<file path="src/hdl/bda_pkg.sv">
// ----------------------------------------------------------------------------
// bda_pkg
// Shared types, codes and defaults of the banker's safety check block.
// ----------------------------------------------------------------------------
`default_nettype none

package bda_pkg;

    localparam int DEF_MAX_PROCESSES = 16;
    localparam int DEF_MAX_RESOURCES = 8;
    localparam int DEF_COUNT_BITS    = 8;

    // Width of process and resource counts taken from the registers.
    localparam int NCW = 5;

    typedef enum logic [2:0] {
        KIND_AVAIL   = 3'd0,
        KIND_MAXIMUM = 3'd1,
        KIND_ALLOC   = 3'd2,
        KIND_REQUEST = 3'd3,
        KIND_CHECK   = 3'd4
    } kind_t;

    typedef enum logic [1:0] {
        STATUS_OK      = 2'd0,
        STATUS_UNSAFE  = 2'd1,
        STATUS_EXCEEDS = 2'd2,
        STATUS_WAIT    = 2'd3
    } status_t;

    typedef enum logic {
        REG_NUM_PROCESSES = 1'b0,
        REG_NUM_RESOURCES = 1'b1
    } reg_index_t;

    typedef struct packed {
        logic [2:0] kind;
        logic [3:0] process_index;
        logic [2:0] resource_index;
        logic [7:0] amount;
        logic       last_element;
    } item_t;

    typedef struct packed {
        logic       result_type;
        logic [3:0] seq_process;
        logic [1:0] status;
        logic       last;
    } result_t;

    // Commands from the controller to the datapath.
    typedef struct packed {
        logic    accept;
        logic    r_clear;
        logic    r_inc;
        logic    req_cmp;
        logic    grant_wr;
        logic    undo;
        logic    scan_addr;
        logic    scan_init;
        logic    work_add;
        logic    mark_done;
        logic    p_next;
        logic    pass_restart;
        logic    out_load;
        logic    out_verdict;
        status_t out_status;
    } cmd_t;

    // Status from the datapath to the controller.
    typedef struct packed {
        logic item_req_go;
        logic item_check;
        logic item_p_ok;
        logic r_last;
        logic p_last;
        logic fin_p;
        logic elem_fits;
        logic exceed_any;
        logic wait_any;
        logic all_done;
        logic progress;
        logic out_free;
    } sts_t;

endpackage

`default_nettype wire

</file>
<file path="src/hdl/bda_ram.sv">
// ----------------------------------------------------------------------------
// bda_ram
// Generic simple dual-port RAM with one write port and a registered read.
// ----------------------------------------------------------------------------
`default_nettype none

module bda_ram #(
    parameter int WIDTH = 8,
    parameter int DEPTH = 128
) (
    input  wire logic                     clk,
    input  wire logic                     we,
    input  wire logic [$clog2(DEPTH)-1:0] waddr,
    input  wire logic [WIDTH-1:0]         wdata,
    input  wire logic [$clog2(DEPTH)-1:0] raddr,
    output logic      [WIDTH-1:0]         rdata
);

    logic [WIDTH-1:0] mem_reg [DEPTH];

    always_ff @(posedge clk)
    begin
        if (we)
        begin
            mem_reg[waddr] <= wdata;
        end
        rdata <= mem_reg[raddr];
    end

endmodule

`default_nettype wire

</file>
<file path="src/hdl/bda_ctrl.sv">
// ----------------------------------------------------------------------------
// bda_ctrl
// Sequencer for loads, request tests, grant and rollback, and the scan.
// ----------------------------------------------------------------------------
`default_nettype none

module bda_ctrl
    import bda_pkg::*;
(
    input  wire logic clk,
    input  wire logic rst_n,
    input  wire logic item_valid,
    output logic      item_stall,
    input  wire sts_t sts,
    output cmd_t      cmd
);

    typedef enum logic [14:0] {
        ST_IDLE    = 15'b000000000000001,
        ST_REQ_RD  = 15'b000000000000010,
        ST_REQ_CMP = 15'b000000000000100,
        ST_REQ_DEC = 15'b000000000001000,
        ST_G_RD    = 15'b000000000010000,
        ST_G_WR    = 15'b000000000100000,
        ST_INIT    = 15'b000000001000000,
        ST_VISIT   = 15'b000000010000000,
        ST_S_RD    = 15'b000000100000000,
        ST_S_CMP   = 15'b000001000000000,
        ST_A_RD    = 15'b000010000000000,
        ST_A_ADD   = 15'b000100000000000,
        ST_ENTRY   = 15'b001000000000000,
        ST_P_NEXT  = 15'b010000000000000,
        ST_VERDICT = 15'b100000000000000
    } state_t;

    state_t  state_reg, state_next;
    logic    undo_reg, undo_next;
    logic    req_run_reg, req_run_next;
    status_t verdict_reg, verdict_next;

    assign item_stall = (state_reg != ST_IDLE);

    always_comb
    begin
        state_next   = state_reg;
        undo_next    = undo_reg;
        req_run_next = req_run_reg;
        verdict_next = verdict_reg;
        cmd          = '0;
        case (state_reg)
            ST_IDLE:
            begin
                if (item_valid)
                begin
                    cmd.accept = 1'b1;
                    if (sts.item_req_go)
                    begin
                        if (!sts.item_p_ok)
                        begin
                            verdict_next = STATUS_EXCEEDS;
                            state_next   = ST_VERDICT;
                        end
                        else
                        begin
                            cmd.r_clear  = 1'b1;
                            undo_next    = 1'b0;
                            req_run_next = 1'b1;
                            state_next   = ST_REQ_RD;
                        end
                    end
                    else if (sts.item_check)
                    begin
                        req_run_next = 1'b0;
                        state_next   = ST_INIT;
                    end
                end
            end
            ST_REQ_RD:
            begin
                state_next = ST_REQ_CMP;
            end
            ST_REQ_CMP:
            begin
                cmd.req_cmp = 1'b1;
                if (sts.r_last)
                begin
                    state_next = ST_REQ_DEC;
                end
                else
                begin
                    cmd.r_inc  = 1'b1;
                    state_next = ST_REQ_RD;
                end
            end
            ST_REQ_DEC:
            begin
                if (sts.exceed_any)
                begin
                    verdict_next = STATUS_EXCEEDS;
                    state_next   = ST_VERDICT;
                end
                else if (sts.wait_any)
                begin
                    verdict_next = STATUS_WAIT;
                    state_next   = ST_VERDICT;
                end
                else
                begin
                    cmd.r_clear = 1'b1;
                    state_next  = ST_G_RD;
                end
            end
            ST_G_RD:
            begin
                state_next = ST_G_WR;
            end
            ST_G_WR:
            begin
                cmd.grant_wr = 1'b1;
                cmd.undo     = undo_reg;
                if (sts.r_last)
                begin
                    state_next = undo_reg ? ST_VERDICT : ST_INIT;
                end
                else
                begin
                    cmd.r_inc  = 1'b1;
                    state_next = ST_G_RD;
                end
            end
            ST_INIT:
            begin
                cmd.scan_init = 1'b1;
                state_next    = ST_VISIT;
            end
            ST_VISIT:
            begin
                cmd.scan_addr = 1'b1;
                if (sts.fin_p)
                begin
                    state_next = ST_P_NEXT;
                end
                else
                begin
                    cmd.r_clear = 1'b1;
                    state_next  = ST_S_RD;
                end
            end
            ST_S_RD:
            begin
                cmd.scan_addr = 1'b1;
                state_next    = ST_S_CMP;
            end
            ST_S_CMP:
            begin
                cmd.scan_addr = 1'b1;
                if (!sts.elem_fits)
                begin
                    state_next = ST_P_NEXT;
                end
                else if (sts.r_last)
                begin
                    cmd.r_clear = 1'b1;
                    state_next  = ST_A_RD;
                end
                else
                begin
                    cmd.r_inc  = 1'b1;
                    state_next = ST_S_RD;
                end
            end
            ST_A_RD:
            begin
                cmd.scan_addr = 1'b1;
                state_next    = ST_A_ADD;
            end
            ST_A_ADD:
            begin
                cmd.scan_addr = 1'b1;
                cmd.work_add  = 1'b1;
                if (sts.r_last)
                begin
                    cmd.mark_done = 1'b1;
                    state_next    = ST_ENTRY;
                end
                else
                begin
                    cmd.r_inc  = 1'b1;
                    state_next = ST_A_RD;
                end
            end
            ST_ENTRY:
            begin
                if (sts.out_free)
                begin
                    cmd.out_load   = 1'b1;
                    cmd.out_status = STATUS_OK;
                    state_next     = ST_P_NEXT;
                end
            end
            ST_P_NEXT:
            begin
                if (sts.p_last)
                begin
                    if (sts.all_done)
                    begin
                        verdict_next = STATUS_OK;
                        state_next   = ST_VERDICT;
                    end
                    else if (!sts.progress)
                    begin
                        verdict_next = STATUS_UNSAFE;
                        if (req_run_reg)
                        begin
                            // Unsafe after a tentative grant: give it back.
                            undo_next   = 1'b1;
                            cmd.r_clear = 1'b1;
                            state_next  = ST_G_RD;
                        end
                        else
                        begin
                            state_next = ST_VERDICT;
                        end
                    end
                    else
                    begin
                        cmd.pass_restart = 1'b1;
                        state_next       = ST_VISIT;
                    end
                end
                else
                begin
                    cmd.p_next = 1'b1;
                    state_next = ST_VISIT;
                end
            end
            ST_VERDICT:
            begin
                if (sts.out_free)
                begin
                    cmd.out_load    = 1'b1;
                    cmd.out_verdict = 1'b1;
                    cmd.out_status  = verdict_reg;
                    state_next      = ST_IDLE;
                end
            end
            default:
            begin
                state_next = ST_IDLE;
            end
        endcase
    end

    always_ff @(posedge clk or negedge rst_n)
    begin
        if (!rst_n)
        begin
            state_reg   <= ST_IDLE;
            undo_reg    <= 1'b0;
            req_run_reg <= 1'b0;
            verdict_reg <= STATUS_OK;
        end
        else
        begin
            state_reg   <= state_next;
            undo_reg    <= undo_next;
            req_run_reg <= req_run_next;
            verdict_reg <= verdict_next;
        end
    end

endmodule

`default_nettype wire

</file>
<file path="src/hdl/bda_datapath.sv">
// ----------------------------------------------------------------------------
// bda_datapath
// Tables, vectors, counters and the result register of the safety check.
// ----------------------------------------------------------------------------
`default_nettype none

module bda_datapath
    import bda_pkg::*;
#(
    parameter int MAX_PROCESSES = DEF_MAX_PROCESSES,
    parameter int MAX_RESOURCES = DEF_MAX_RESOURCES,
    parameter int COUNT_BITS    = DEF_COUNT_BITS
) (
    input  wire logic           clk,
    input  wire logic           rst_n,
    input  wire logic [NCW-1:0] np,
    input  wire logic [NCW-1:0] nr,
    input  wire item_t          item,
    input  wire cmd_t           cmd,
    output sts_t                sts,
    output logic                result_valid,
    input  wire logic           result_stall,
    output result_t             result
);

    localparam int PW    = $clog2(MAX_PROCESSES);
    localparam int RW    = (MAX_RESOURCES > 1) ? $clog2(MAX_RESOURCES) : 1;
    localparam int WB    = COUNT_BITS + 4;
    localparam int AW    = PW + RW;
    localparam int DEPTH = MAX_PROCESSES * (2 ** RW);
    localparam int PCW   = (PW > NCW) ? PW : NCW;

    logic [COUNT_BITS-1:0] avail_reg [MAX_RESOURCES];
    logic [COUNT_BITS-1:0] pend_reg  [MAX_RESOURCES];
    logic [WB-1:0]         work_reg  [MAX_RESOURCES];
    logic [MAX_PROCESSES-1:0] fin_reg;
    logic [RW-1:0]         r_reg;
    logic [PW-1:0]         p_reg;
    logic [PW-1:0]         req_p_reg;
    logic [NCW-1:0]        done_reg;
    logic                  progress_reg;
    logic                  exceed_reg;
    logic                  wait_reg;
    logic                  out_valid_reg;
    result_t               out_reg;

    logic [PW-1:0]         p_in;
    logic [RW-1:0]         r_in;
    logic                  p_ok;
    logic                  r_ok;
    logic [COUNT_BITS-1:0] amt;
    logic                  ld_avail;
    logic                  ld_max;
    logic                  ld_alloc;
    logic                  ld_pend;
    logic [AW-1:0]         raddr;
    logic [AW-1:0]         load_addr;
    logic [COUNT_BITS-1:0] max_rd;
    logic [COUNT_BITS-1:0] alloc_rd;
    logic                  alloc_we;
    logic [AW-1:0]         alloc_waddr;
    logic [COUNT_BITS-1:0] alloc_wdata;
    logic [COUNT_BITS-1:0] pend_r;
    logic [COUNT_BITS:0]   req_sum;
    logic [WB:0]           work_sum;
    logic [WB-1:0]         work_sat;
    logic                  out_free;

    assign p_in = PW'(item.process_index);
    assign r_in = RW'(item.resource_index);
    assign p_ok = ({1'b0, item.process_index} < np);
    assign r_ok = ({2'b00, item.resource_index} < nr);
    assign amt  = COUNT_BITS'(item.amount);

    assign ld_avail = cmd.accept && (item.kind == KIND_AVAIL) && r_ok;
    assign ld_max   = cmd.accept && (item.kind == KIND_MAXIMUM) && p_ok && r_ok;
    assign ld_alloc = cmd.accept && (item.kind == KIND_ALLOC) && p_ok && r_ok;
    assign ld_pend  = cmd.accept && (item.kind == KIND_REQUEST) && r_ok;

    assign load_addr = {p_in, r_in};
    assign raddr     = {(cmd.scan_addr ? p_reg : req_p_reg), r_reg};
    assign pend_r    = pend_reg[r_reg];

    // Allocation is rewritten by loads and by grant or rollback.
    assign alloc_we    = ld_alloc || cmd.grant_wr;
    assign alloc_waddr = cmd.grant_wr ? {req_p_reg, r_reg} : load_addr;
    assign alloc_wdata = !cmd.grant_wr ? amt :
                         (cmd.undo ? (alloc_rd - pend_r) : (alloc_rd + pend_r));

    bda_ram #(
        .WIDTH (COUNT_BITS),
        .DEPTH (DEPTH)
    ) u_max_ram (
        .clk   (clk),
        .we    (ld_max),
        .waddr (load_addr),
        .wdata (amt),
        .raddr (raddr),
        .rdata (max_rd)
    );

    bda_ram #(
        .WIDTH (COUNT_BITS),
        .DEPTH (DEPTH)
    ) u_alloc_ram (
        .clk   (clk),
        .we    (alloc_we),
        .waddr (alloc_waddr),
        .wdata (alloc_wdata),
        .raddr (raddr),
        .rdata (alloc_rd)
    );

    assign req_sum  = {1'b0, pend_r} + {1'b0, alloc_rd};
    assign work_sum = {1'b0, work_reg[r_reg]} + (WB + 1)'(alloc_rd);
    assign work_sat = work_sum[WB] ? {WB{1'b1}} : work_sum[WB-1:0];
    assign out_free = !out_valid_reg || !result_stall;

    always_comb
    begin
        sts             = '0;
        sts.item_req_go = (item.kind == KIND_REQUEST) && item.last_element;
        sts.item_check  = (item.kind == KIND_CHECK);
        sts.item_p_ok   = p_ok;
        sts.r_last      = (NCW'(r_reg) == (nr - NCW'(1)));
        sts.p_last      = (PCW'(p_reg) == (PCW'(np) - PCW'(1)));
        sts.fin_p       = fin_reg[p_reg];
        // Need fits when maximum does not exceed work plus allocation.
        sts.elem_fits   = ((WB + 1)'(max_rd) <= work_sum);
        sts.exceed_any  = exceed_reg;
        sts.wait_any    = wait_reg;
        sts.all_done    = (done_reg == np);
        sts.progress    = progress_reg;
        sts.out_free    = out_free;
    end

    always_ff @(posedge clk or negedge rst_n)
    begin
        if (!rst_n)
        begin
            for (int i = 0; i < MAX_RESOURCES; i++)
            begin
                avail_reg[i] <= '0;
            end
        end
        else if (ld_avail)
        begin
            avail_reg[r_in] <= amt;
        end
        else if (cmd.grant_wr)
        begin
            avail_reg[r_reg] <= cmd.undo ? (avail_reg[r_reg] + pend_r)
                                         : (avail_reg[r_reg] - pend_r);
        end
    end

    always_ff @(posedge clk)
    begin
        if (ld_pend)
        begin
            pend_reg[r_in] <= amt;
        end
        if (cmd.scan_init)
        begin
            for (int i = 0; i < MAX_RESOURCES; i++)
            begin
                work_reg[i] <= WB'(avail_reg[i]);
            end
        end
        else if (cmd.work_add)
        begin
            work_reg[r_reg] <= work_sat;
        end
        if (cmd.accept)
        begin
            req_p_reg <= p_in;
        end
    end

    always_ff @(posedge clk or negedge rst_n)
    begin
        if (!rst_n)
        begin
            fin_reg      <= '0;
            r_reg        <= '0;
            p_reg        <= '0;
            done_reg     <= '0;
            progress_reg <= 1'b0;
            exceed_reg   <= 1'b0;
            wait_reg     <= 1'b0;
        end
        else
        begin
            if (cmd.r_clear)
            begin
                r_reg <= '0;
            end
            else if (cmd.r_inc)
            begin
                r_reg <= r_reg + RW'(1);
            end

            if (cmd.accept)
            begin
                exceed_reg <= 1'b0;
                wait_reg   <= 1'b0;
            end
            else if (cmd.req_cmp)
            begin
                if (req_sum > {1'b0, max_rd})
                begin
                    exceed_reg <= 1'b1;
                end
                if (pend_r > avail_reg[r_reg])
                begin
                    wait_reg <= 1'b1;
                end
            end

            if (cmd.scan_init)
            begin
                fin_reg      <= '0;
                p_reg        <= '0;
                done_reg     <= '0;
                progress_reg <= 1'b0;
            end
            else
            begin
                if (cmd.mark_done)
                begin
                    fin_reg[p_reg] <= 1'b1;
                    done_reg       <= done_reg + NCW'(1);
                    progress_reg   <= 1'b1;
                end
                else if (cmd.pass_restart)
                begin
                    progress_reg <= 1'b0;
                end
                if (cmd.pass_restart)
                begin
                    p_reg <= '0;
                end
                else if (cmd.p_next)
                begin
                    p_reg <= p_reg + PW'(1);
                end
            end
        end
    end

    always_ff @(posedge clk or negedge rst_n)
    begin
        if (!rst_n)
        begin
            out_valid_reg <= 1'b0;
        end
        else if (cmd.out_load)
        begin
            out_valid_reg <= 1'b1;
        end
        else if (!result_stall)
        begin
            out_valid_reg <= 1'b0;
        end
    end

    always_ff @(posedge clk)
    begin
        if (cmd.out_load)
        begin
            out_reg.result_type <= cmd.out_verdict;
            out_reg.seq_process <= cmd.out_verdict ? 4'd0 : 4'(p_reg);
            out_reg.status      <= cmd.out_status;
            out_reg.last        <= cmd.out_verdict;
        end
    end

    assign result_valid = out_valid_reg;
    assign result       = out_reg;

endmodule

`default_nettype wire

</file>
<file path="src/hdl/bankers_deadlock_avoidance.sv">
// ----------------------------------------------------------------------------
// bankers_deadlock_avoidance
// Banker's algorithm resource safety check with request test and rollback.
// ----------------------------------------------------------------------------
//  Channel   Direction  Handshake            Payload
//  item      in         item_valid/stall     item_t (kind, indexes, amount)
//  result    out        result_valid/stall   result_t (sequence or verdict)
//  config    in         APB psel/penable     num_processes, num_resources
//
// Loads are taken in the idle state. A request test reads and compares each
// resource in turn, then decides; a grant or rollback rewrites each in turn.
// A scan pass visits each process and tests and adds one resource at a time,
// as each table has a single read port; up to P passes run for P processes.
// Reset clears control state and the available vector; tables need no pass.
// A stalled result holds in the output register and pauses the scan.
// ----------------------------------------------------------------------------
`default_nettype none

module bankers_deadlock_avoidance
    import bda_pkg::*;
#(
    parameter int MAX_PROCESSES = DEF_MAX_PROCESSES,
    parameter int MAX_RESOURCES = DEF_MAX_RESOURCES,
    parameter int COUNT_BITS    = DEF_COUNT_BITS
) (
    input  wire logic        clk,
    input  wire logic        rst_n,
    input  wire logic        item_valid,
    output logic             item_stall,
    input  wire item_t       item,
    output logic             result_valid,
    input  wire logic        result_stall,
    output result_t          result,
    input  wire logic        psel,
    input  wire logic        penable,
    input  wire logic        pwrite,
    input  wire logic [2:0]  paddr,
    input  wire logic [31:0] pwdata,
    output logic [31:0]      prdata,
    output logic             pready
);

    localparam int PROC_LIMIT = (MAX_PROCESSES < 16) ? MAX_PROCESSES : 16;

    logic [4:0]     num_processes_reg;
    logic [3:0]     num_resources_reg;
    logic           cfg_wr;
    reg_index_t     cfg_sel;
    logic [NCW-1:0] np;
    logic [NCW-1:0] nr;
    cmd_t           cmd;
    sts_t           sts;

    assign pready  = 1'b1;
    assign cfg_sel = reg_index_t'(paddr[2]);
    assign cfg_wr  = psel && penable && pwrite && pready;

    always_ff @(posedge clk or negedge rst_n)
    begin
        if (!rst_n)
        begin
            num_processes_reg <= 5'd1;
            num_resources_reg <= 4'd1;
        end
        else if (cfg_wr)
        begin
            case (cfg_sel)
                REG_NUM_PROCESSES: num_processes_reg <= pwdata[4:0];
                REG_NUM_RESOURCES: num_resources_reg <= pwdata[3:0];
                default:           num_processes_reg <= num_processes_reg;
            endcase
        end
    end

    always_comb
    begin
        case (cfg_sel)
            REG_NUM_PROCESSES: prdata = {27'd0, num_processes_reg};
            REG_NUM_RESOURCES: prdata = {28'd0, num_resources_reg};
            default:           prdata = '0;
        endcase
    end

    // Counts in use: zero counts as one, large values saturate.
    always_comb
    begin
        if (num_processes_reg == 5'd0)
        begin
            np = NCW'(1);
        end
        else if (32'(num_processes_reg) > PROC_LIMIT)
        begin
            np = NCW'(PROC_LIMIT);
        end
        else
        begin
            np = NCW'(num_processes_reg);
        end

        if (num_resources_reg == 4'd0)
        begin
            nr = NCW'(1);
        end
        else if (32'(num_resources_reg) > MAX_RESOURCES)
        begin
            nr = NCW'(MAX_RESOURCES);
        end
        else
        begin
            nr = NCW'(num_resources_reg);
        end
    end

    bda_ctrl u_ctrl (
        .clk        (clk),
        .rst_n      (rst_n),
        .item_valid (item_valid),
        .item_stall (item_stall),
        .sts        (sts),
        .cmd        (cmd)
    );

    bda_datapath #(
        .MAX_PROCESSES (MAX_PROCESSES),
        .MAX_RESOURCES (MAX_RESOURCES),
        .COUNT_BITS    (COUNT_BITS)
    ) u_datapath (
        .clk          (clk),
        .rst_n        (rst_n),
        .np           (np),
        .nr           (nr),
        .item         (item),
        .cmd          (cmd),
        .sts          (sts),
        .result_valid (result_valid),
        .result_stall (result_stall),
        .result       (result)
    );

    a_load_free: assert property (@(posedge clk) disable iff (!rst_n)
        cmd.out_load |-> sts.out_free)
        else $error("result register overwritten while held");

    a_entry_fields: assert property (@(posedge clk) disable iff (!rst_n)
        result_valid && !result.result_type |->
            (result.status == STATUS_OK) && !result.last)
        else $error("sequence entry carries verdict fields");

    a_verdict_last: assert property (@(posedge clk) disable iff (!rst_n)
        result_valid && result.result_type |->
            result.last && (result.seq_process == 4'd0))
        else $error("verdict not marked as last");

    a_no_grant_idle: assert property (@(posedge clk) disable iff (!rst_n)
        cmd.accept |-> !cmd.grant_wr && !cmd.work_add)
        else $error("table update while taking an item");

endmodule

`default_nettype wire
</file>
<file path="config.mk">
export PLATFORM = sky130hd
export DESIGN_NAME = bankers_deadlock_avoidance
export DESIGN_NICKNAME = d
export VERILOG_FILES = /design/src/hdl/bda_pkg.sv /design/src/hdl/bda_ram.sv /design/src/hdl/bda_ctrl.sv /design/src/hdl/bda_datapath.sv /design/src/hdl/bankers_deadlock_avoidance.sv
export SDC_FILE = /design/constraint.sdc
export NUM_CORES = 2
export LEC_CHECK = 0
export ABC_AREA = 1
export BUFFER_PORTS_ARGS = -buffer_cell sky130_fd_sc_hd__buf_2
export CAP_MARGIN = 15
export CORE_MARGIN = 10
export CORE_UTILIZATION = 52
export DETAILED_ROUTE_END_ITERATION = 6
export GPL_TIMING_DRIVEN = 1
export MAX_ROUTING_LAYER = met4
export PLACE_DENSITY = 0.7
export SLEW_MARGIN = 20
export SYNTH_ARGS = -nofsm -noshare
export SYNTH_HDL_FRONTEND = slang
export SYNTH_SLANG_ARGS = --single-unit
</file>
<file path="constraint.sdc">
create_clock -name clk -period 8.9 [get_ports clk]
set_clock_uncertainty 0.15 [all_clocks]
set_input_delay 2.225 -clock clk [delete_from_list [all_inputs] [get_ports clk]]
set_output_delay 2.225 -clock clk [all_outputs]
set_load 0.01 [all_outputs]
</file>
==> reports/qor.txt <==
Number of routed nets with antenna violations: 0
WHS Path Cells: 2
CP Launch Type: flop
Worst-Skew Late Latency: 880 ps
Port Buffers: 46
Gpl congestion: 0.9561
Layout cells sized above 1: 7.134%
Post-route cell area: 104,700 um^2
CP Data Arrival Time: 7300 ps
Area Overhead vs Synth: 9.913%
Grt ovf: 0
Routed wire length: 264,500 um
Setup_tns: 0 ps
Top-area cell type share of the netlist area: 69.94%
Die area: 200,700 um^2
Hold buffers post-CTS: 0
Hold Fails Final Rpt: 0
Min-delay worst type: reg -> reg
Register area: 70,060 um^2
Per-cell routed wire length: 26.74 um
Vias in the first global route: 59,190
Final Max Tran Viols: 0
Largest cells by area after synthesis: edfxtp_1, nand2_1, dfrtp_1, a221oi_1, nand3_1
MaxCap Viol Count: 0
Synth Instances: 7,321
Syn Area/Cell: 13.01 um^2
DRT Pass-1 Iters: 7
Slew @ Worst Pin: 1233 ps
Static leakage: 0.03635 uW
# rows: 157
Ys Warns: 0
First-pass GRT wire length: 385,700 um
Total GRT Usage: 26.48%
Critical Path End: u_datapath.r_reg[2]
Post-synthesis register bit count: 2,359
Launch point of the worst reg-to-reg path: u_datapath.r_reg[0]
Via count: 61,700
Crit-path max FO: 70
Slew HR: 17.50%
CP endpoint kind: flop
CTS resizes: 0
CTS Buffer Depth: 3
Fin crit period: 6688 ps
Area post-placement: 97,630 um^2
Post-route non-filler standard cell count: 9,891
Unrepaired setup endpoints after global routing: false
Cell with the most instances after synthesis: edfxtp_1
Die X-Extent: 448.0 um
Chip height: 448.0 um
Pwr Density: 243.3 nW/um^2
Failing checks: DRC
Worst reg2reg path depth: 28
CTS tree: built
Setup violations, final: 0
Cells after DPL: 9,473
# DRC: 7
Dominant cell type by area after synthesis: edfxtp_1
Initial DRC count: 8,344
CTS Buf Count: 218
Initial antenna violation count: 8
Vias/cell: 6.238
Largest net degree at the start of global routing: 130
Final period utilization: 75.14%
Crit path kind: reg -> reg
Slowest stage delay, CP: 710 ps
# IOs: 104
Ys flop type: edfxtp_1
Initial Util: 52.15%
FF-to-FF End: u_datapath.r_reg[2]
Synth Cell Area: 95,270 um^2
Post-synthesis async set-or-reset flop share: 5.256%
Crit. Startpoint: u_datapath.r_reg[0]
Max Freq: 0.1495 GHz
Nets: 7,442
Synth top cells by count: edfxtp_1, nand2_1, nor2_1, nand3_1, inv_1
Multi-input gate area: 22,110 um^2
CTS H-tree depth: 4
CP most frequent cell: nand2_1
Critical-path top delay cell: inv_8
Final Hold Slack: 333.5 ps
Detailed Place HPWL: 151,000 um
Required @ worst endpoint: 9510 ps
Fillers: 14,180
Core Footprint: 182,700 um^2
Status: complete, but fails checks
FF-to-FF setup slack: 2210 ps
Post-synthesis sequential area ratio: 73.54%
# clock sinks: 2,359
Post-synth EDFFs: 2,219
Setup bufs post-CTS: 0
Synth unique cells: 70
Worst IR drop on VDD: 0.2043 mV
Clk pin slew, worst setup/hold paths: 60 ps
CTS root buffer: clkbuf_16
-- worst max-delay path: cells and delay by family, from the launching register on --
kind | cells | cell delay [ps]
simple gates | 16 | 2800
buf+inv | 5 | 1380
fa+ha+maj | 3 | 910
compound gates | 3 | 640
flops | 1 | 390
xor+xnor | 1 | 250
-- worst min path at each step --
stage	to	startpoint
5_1_grt	u_datapath.fin_reg[0]	u_datapath.fin_reg[0]
3_5_place_dp	u_ctrl.verdict_reg[0]	u_ctrl.verdict_reg[0]
2_1_floorplan	u_ctrl.verdict_reg[0]	u_ctrl.verdict_reg[0]
6_report	u_ctrl.verdict_reg[1]	u_ctrl.verdict_reg[1]
4_1_cts	u_datapath.fin_reg[3]	u_datapath.fin_reg[3]
3_3_place_gp	u_ctrl.verdict_reg[1]	u_ctrl.verdict_reg[1]
-- routing by layer --
layer / GRT usage (%) / up-vias / share of wire (%)
li1: - / 26720 / -
met3: 5.523 / 684 / 11
met2: 40.46 / 3869 / 46
met5: - / - / 0
met1: 34.80 / 30430 / 38
met4: 10.82 / 0 / 4.4
-- layout by cell type (no fill, tap or decap), drive strengths merged, types with 87 or more instances in the layout --
cell type and count:
a22o 145, nor2 517, nand3 391, nand4 176, o21ai 209, a22oi 213, inv 403, dfrtp 121
a21oi 87, clkinv 105, edfxtp 2219, nand2 1785, buf 134, a221oi 252, clkbuf 272
-- power breakdown --
| part | switching, uW | internal (uW) |
|---|---|---|
| clock | 4110 | 5150 |
| combinational | 2710 | 1020 |
| sequential | 181 | 12300 |
-- final cells by class --
| type | instances | area share [%] |
|---|---|---|
| well taps | 2385 | 2.850 |
| clock inverters | 139 | 1.204 |
| repair buffers | 134 | 0.9201 |
| inverters | 398 | 1.486 |
| multi-input cells | 4197 | 21.11 |
| clock buffers | 272 | 5.503 |
| flip-flops and latches | 2359 | 66.91 |
| diodes | 7 | 0.01673 |
-- stage by stage --
step           util, %  worst slack [ps]  total power, uW
4_1_cts          57.29              2261            25380
5_1_grt          57.31              2018            26210
2_1_floorplan        -             247.6            14940
3_5_place_dp     53.44              2270            16310
6_report         57.32              2212            25480
3_3_place_gp     53.44              2311            16260
-- cell families (layout without fill, tap and decap cells) --
group	Yosys count	in the layout	synth area share [%]
other	2	35	0.007883
multiplexers	1	1	0.01444
flip-flops	2359	2359	73.54
AND/OR/NAND/NOR	3019	3019	13.49
XOR/XNOR	38	38	0.3572
buffers and inverters	791	943	3.583
adder cells (fa/ha/maj)	73	73	0.9982
AO/OA/AOI/OAI	1038	1038	8.002
Power figures use the tool's default switching activity.
